### src/hw/rtl/psdp_pkg.sv
// Package: shared types, constants and the arctangent table of the phasor block.
package psdp_pkg;

  localparam int PHASE_BITS_DEF        = 32;
  localparam int SINCOS_ITERATIONS_DEF = 16;
  localparam int ATAN_STEPS            = 24;

  localparam int CORDIC_W = 34;          // x, y, z datapath width
  localparam logic signed [CORDIC_W-1:0] CORDIC_GAIN_Q30 = 34'sd652032874;

  localparam logic [31:0] PHASE_SCALE_RST = 32'd268435456;
  localparam logic [31:0] DELTA_RATIO_RST = 32'd0;

  localparam logic [1:0] REG_PHASE_SCALE  = 2'd0;
  localparam logic [1:0] REG_DELTA_RATIO  = 2'd1;
  localparam logic [1:0] REG_DELTA_ENABLE = 2'd2;

  typedef struct packed {
    logic signed [31:0] u_meters;
    logic signed [31:0] v_meters;
    logic signed [31:0] w_meters;
    logic signed [31:0] l_cosine;
    logic signed [31:0] m_cosine;
    logic signed [31:0] n_cosine;
  } item_t;

  typedef struct packed {
    logic signed [15:0] value_re;
    logic signed [15:0] value_im;
    logic signed [15:0] delta_re;
    logic signed [15:0] delta_im;
  } result_t;

  // atan(2^-i) in 2^-32 turn units
  function automatic logic [31:0] atan_turns(input int i);
    logic [31:0] r;
    case (i)
      0:  r = 32'd536870912;
      1:  r = 32'd316933406;
      2:  r = 32'd167458907;
      3:  r = 32'd85004756;
      4:  r = 32'd42667331;
      5:  r = 32'd21354465;
      6:  r = 32'd10679838;
      7:  r = 32'd5340245;
      8:  r = 32'd2670163;
      9:  r = 32'd1335087;
      10: r = 32'd667544;
      11: r = 32'd333772;
      12: r = 32'd166886;
      13: r = 32'd83443;
      14: r = 32'd41722;
      15: r = 32'd20861;
      16: r = 32'd10430;
      17: r = 32'd5215;
      18: r = 32'd2608;
      19: r = 32'd1304;
      20: r = 32'd652;
      21: r = 32'd326;
      22: r = 32'd163;
      23: r = 32'd81;
      default: r = 32'd0;
    endcase
    return r;
  endfunction

endpackage

### src/hw/rtl/psdp_cordic.sv
// Pipelined CORDIC: 32-bit turn angle to Q1.15 cos/sin, one stage per iteration.
module psdp_cordic #(
  parameter int ITERATIONS = psdp_pkg::SINCOS_ITERATIONS_DEF
) (
  input  logic               clk,
  input  logic               en,
  input  logic        [31:0] angle,
  output logic signed [15:0] re,
  output logic signed [15:0] im
);
  import psdp_pkg::*;

  localparam int N = (ITERATIONS < ATAN_STEPS) ? ITERATIONS : ATAN_STEPS;

  logic signed [CORDIC_W-1:0] x [0:N];
  logic signed [CORDIC_W-1:0] y [0:N];
  logic signed [CORDIC_W-1:0] z [0:N];
  logic        [1:0]          q [0:N];

  logic [31:0] ang_off;
  logic [1:0]  quad;
  logic [31:0] ang_red;

  assign ang_off = angle + 32'h2000_0000;
  assign quad    = ang_off[31:30];
  assign ang_red = angle - {quad, 30'd0};

  // entry stage: quadrant fold
  always_ff @(posedge clk) begin
    if (en) begin
      x[0] <= CORDIC_GAIN_Q30;
      y[0] <= '0;
      z[0] <= CORDIC_W'($signed(ang_red));
      q[0] <= quad;
    end
  end

  for (genvar k = 0; k < N; k++) begin : g_iter
    localparam logic signed [CORDIC_W-1:0] ATAN_K =
      $signed({{(CORDIC_W-32){1'b0}}, atan_turns(k)});
    always_ff @(posedge clk) begin
      if (en) begin
        if (!z[k][CORDIC_W-1]) begin
          x[k+1] <= x[k] - (y[k] >>> k);
          y[k+1] <= y[k] + (x[k] >>> k);
          z[k+1] <= z[k] - ATAN_K;
        end else begin
          x[k+1] <= x[k] + (y[k] >>> k);
          y[k+1] <= y[k] - (x[k] >>> k);
          z[k+1] <= z[k] + ATAN_K;
        end
        q[k+1] <= q[k];
      end
    end
  end

  logic signed [CORDIC_W-1:0] c_val, s_val;

  always_comb begin
    case (q[N])
      2'd0: begin c_val = x[N];  s_val = y[N];  end
      2'd1: begin c_val = -y[N]; s_val = x[N];  end
      2'd2: begin c_val = -x[N]; s_val = -y[N]; end
      default: begin c_val = y[N]; s_val = -x[N]; end
    endcase
  end

  function automatic logic signed [15:0] to_q15(input logic signed [CORDIC_W-1:0] v);
    logic signed [CORDIC_W:0]    sum;
    logic signed [CORDIC_W-15:0] r;
    sum = {v[CORDIC_W-1], v} + (CORDIC_W+1)'(16384);
    r   = (CORDIC_W-14)'(sum >>> 15);
    if (r > 32767)       return 16'sh7fff;
    else if (r < -32768) return 16'sh8000;
    else                 return r[15:0];
  endfunction

  always_ff @(posedge clk) begin
    if (en) begin
      re <= to_q15(c_val);
      im <= to_q15(s_val);
    end
  end

endmodule

### config.mk
export PLATFORM = sky130hd
export DESIGN_NAME = psdp_cordic
export DESIGN_NICKNAME = d
export VERILOG_FILES = /design/src/hw/rtl/psdp_pkg.sv /design/src/hw/rtl/psdp_cordic.sv
export SDC_FILE = /design/constraint.sdc
export NUM_CORES = 2
export LEC_CHECK = 0
export BUFFER_PORTS_ARGS = -buffer_cell sky130_fd_sc_hd__buf_2
export CAP_MARGIN = 15
export CORE_MARGIN = 2
export CORE_UTILIZATION = 41
export DETAILED_ROUTE_END_ITERATION = 10
export PLACE_DENSITY = 0.59
export SLEW_MARGIN = 20
export SYNTH_ARGS = -nofsm -noshare
export SYNTH_HDL_FRONTEND = slang
export SYNTH_SLANG_ARGS = --single-unit
### constraint.sdc
create_clock -name clk -period 6.65 [get_ports clk]
set_input_delay 0 -clock clk [delete_from_list [all_inputs] [get_ports clk]]
set_output_delay 0 -clock clk [all_outputs]
set_load 0.02 [all_outputs]
==> run summary <==
Hold Buf Count CTS: 64
count of cell types in the netlist: 96
Compound-Gate Fraction of Synth Area: 18.59%
Hold Path Depth: 4
routed len/inst: 18.04 µm
DR pass1 iterations: 6
Detail Placement HPWL: 248.3 mm
Rows: 204
Worst-path clk slew: 0.06 ns
Die Width: 561.8 µm
Final Hold Fails: 0
top cells by count, synth: edfxtp_1 (1,569), ha_1 (1,399), xnor2_1 (1,268), a21oi_1 (1,256), nor2_1 (1,155)
Clk Latency, worst-skew pair: 0.89 ns
simple-gate share of the synthesized area: 13.66%
largest family of logic cells by synthesized area: compound AO/OA/AOI/OAI gates
CP arrival: 6.60 ns
setup TNS: 0 ns
largest net degree at the start of global routing: 157
fin area: 139,900 µm²
Rel. slew slack: 29.40%
root buf cell: clkbuf_16
initial DRC count: 6,509
number of nets in the layout: 14,770
share of layout cells above drive strength 1: 5.178%
min cycle time layout: 6.012 ns
maxcap violations: 0
sequential share of the synthesized area: 36.94%
CTS tree: built
critical path class: flop to flop
Post-route DRC: 0
DR vias/cell: 5.507
Vias: 96,720
Worst Tran Pin Value: 1.049 ns
drt total wl: 316.8 mm
Setup-failing EPs final: 0
largest area contributor in the netlist: edfxtp_1
Num CTS Buffers: 190
status: finished, final reports clean
Worst Reg-to-Reg Cells: 19
Worst Slack Setup Final: 0.6381 ns
initial antenna violation count: 3
top-count cell post-synth: edfxtp_1
period utilization: 90.41%
Final ANT Viol Nets: 0
mux contribution to synthesized area: 1.458%
syn nets: 14,570
CTS Sinks: 1,569
first-pass GRT wire length: 503.0 mm
total track usage: 19.52%
CP endpoint kind: flop
ys flop type: edfxtp_1
grt total ovfl: 0
RSZ-0062 raised after global routing: false
Core ar.: 309,100 µm²
setup bufs post-CTS: 0
Inst Count DP: 17,150
Die Y: 561.8 µm
number of enable flip-flop cells after synthesis: 1,569
CTS Buffer Depth: 4
Ys Warns: 0
Slew Viols, Final: 0
RD Place Congestion: 0.9120
worst-path maximum fanout: 5
largest cells by area after synthesis: edfxtp_1 (37%), ha_1 (14%), xnor2_1 (8.7%)
WP data required: 7.24 ns
# IOs: 66
ys async rst share: 0%
#FFs+latches synth: 1,569
Final Non-Filler Cells: 17,560
worst hold path type: input port to flop
Cells after Synth: 13,090
Initial Util: 41.27%
Synth top area share: 36.94%
Post-Synth Adder-Cell Area: 14.41%
Die Area: 315,600 µm²
number of port buffers: 65
vias in the first global route: 92,550
Post-Synth XOR/XNOR Area: 12.79%
mapped cell area: 127,600 µm²
Setup crit start kind: flop
worst slack at placement: 0.7627 ns
Post-Syn Area per Cell: 9.744 µm²
post-CTS sizing: 0
layout overhead on the synthesized area: 9.698%
Post-DP Area: 133,000 µm²
fmax: 166.3 MHz
H-tree levels: 4
final clock skew: 0.08043 ns
==> state kept, by name (all words and copies together) (netlist names) <==
| register | cells |
|---|---|
| y | 511 |
| re | 16 |
| z | 508 |
| im | 16 |
| x | 484 |
| q | 34 |
==> path summary, 6_finish.rpt <==
path              slack, ns  startpoint        to
setup / recovery       0.64     y[3][6]  x[4][33]
hold reg to reg        0.41    q[13][0]  q[14][0]
setup reg to reg       0.64     y[3][6]  x[4][33]
hold / removal         0.21   angle[29]  z[0][32]
==> cell families after synthesis <==
kind of cell               after synthesis
AOI/OAI and AO/OA                     3739
xor gates and xnor gates              1863
adders and majority gates             1443
buffers and inverters                  722
DFF                                   1569
muxes                                  155
and+or+nand+nor                       3600
==> critical path, stage by stage (launching register included) <==
cell,delay (ns)
edfxtp_1,0.47
nor3_1,0.32
nor3b_1,0.27
nand2_1,0.14
or4_1,0.46
or4_1,0.46
or2_2,0.34
o21ai_0,0.21
xnor2_1,0.15
ha_1,0.29
a21oi_1,0.19
nor2b_1,0.08
nor2_1,0.18
a31oi_1,0.16
o41ai_1,0.59
o21ai_0,0.31
o41ai_1,0.63
o2111ai_1,0.20
a21oi_1,0.20
xnor2_1,0.08
==> cell type report <==
cell class | count | area [µm²]
Fill cell | 29290 | 169200
Multi-Input combinational cell | 10800 | 77720
Sequential cell | 1569 | 47120
Tap cell | 4120 | 5155
Clock buffer | 208 | 4865
Inverter | 508 | 1907
Timing Repair Buffer | 221 | 1722
Clock inverter | 135 | 1440
Antenna cell | 1 | 2.502
==> through the flow <==
step,util [%],hold slack (ns)
2_1_floorplan,-,0.09887
3_3_place_gp,43.02,0.1784
3_5_place_dp,43.02,0.1781
4_1_cts,45.27,0.1366
5_1_grt,45.27,0.1915
6_report,45.27,0.2111
==> metal layers <==
layer	vias up	global-route usage, %	routed length, µm
met5	-	0	0
met4	0	5.850	9449
met3	457	1.713	10430
met2	1648	34.81	154500
met1	45520	24.95	142400
li1	49090	-	-
==> layout by cell type, fill, tap and decap left out, drive strengths merged, types with 89 or more instances in the layout <==
cell,n
o21bai,164
o21ai,710
nor2b,194
nand2,729
xnor2,1268
a21oi,1258
nor4,90
clkinv,102
a21o,465
nor3,361
buf,157
edfxtp,1569
a31oi,127
o21a,228
xor2,595
inv,510
nand2b,209
and3,89
o31ai,118
nor2,1156
or3,102
ha,1399
clkbuf,208
nand3,256
a211oi,117
Power is left out: the tool's default activity adds up to more than one toggle a clock period on the data nets, which glitch-free logic cannot reach.
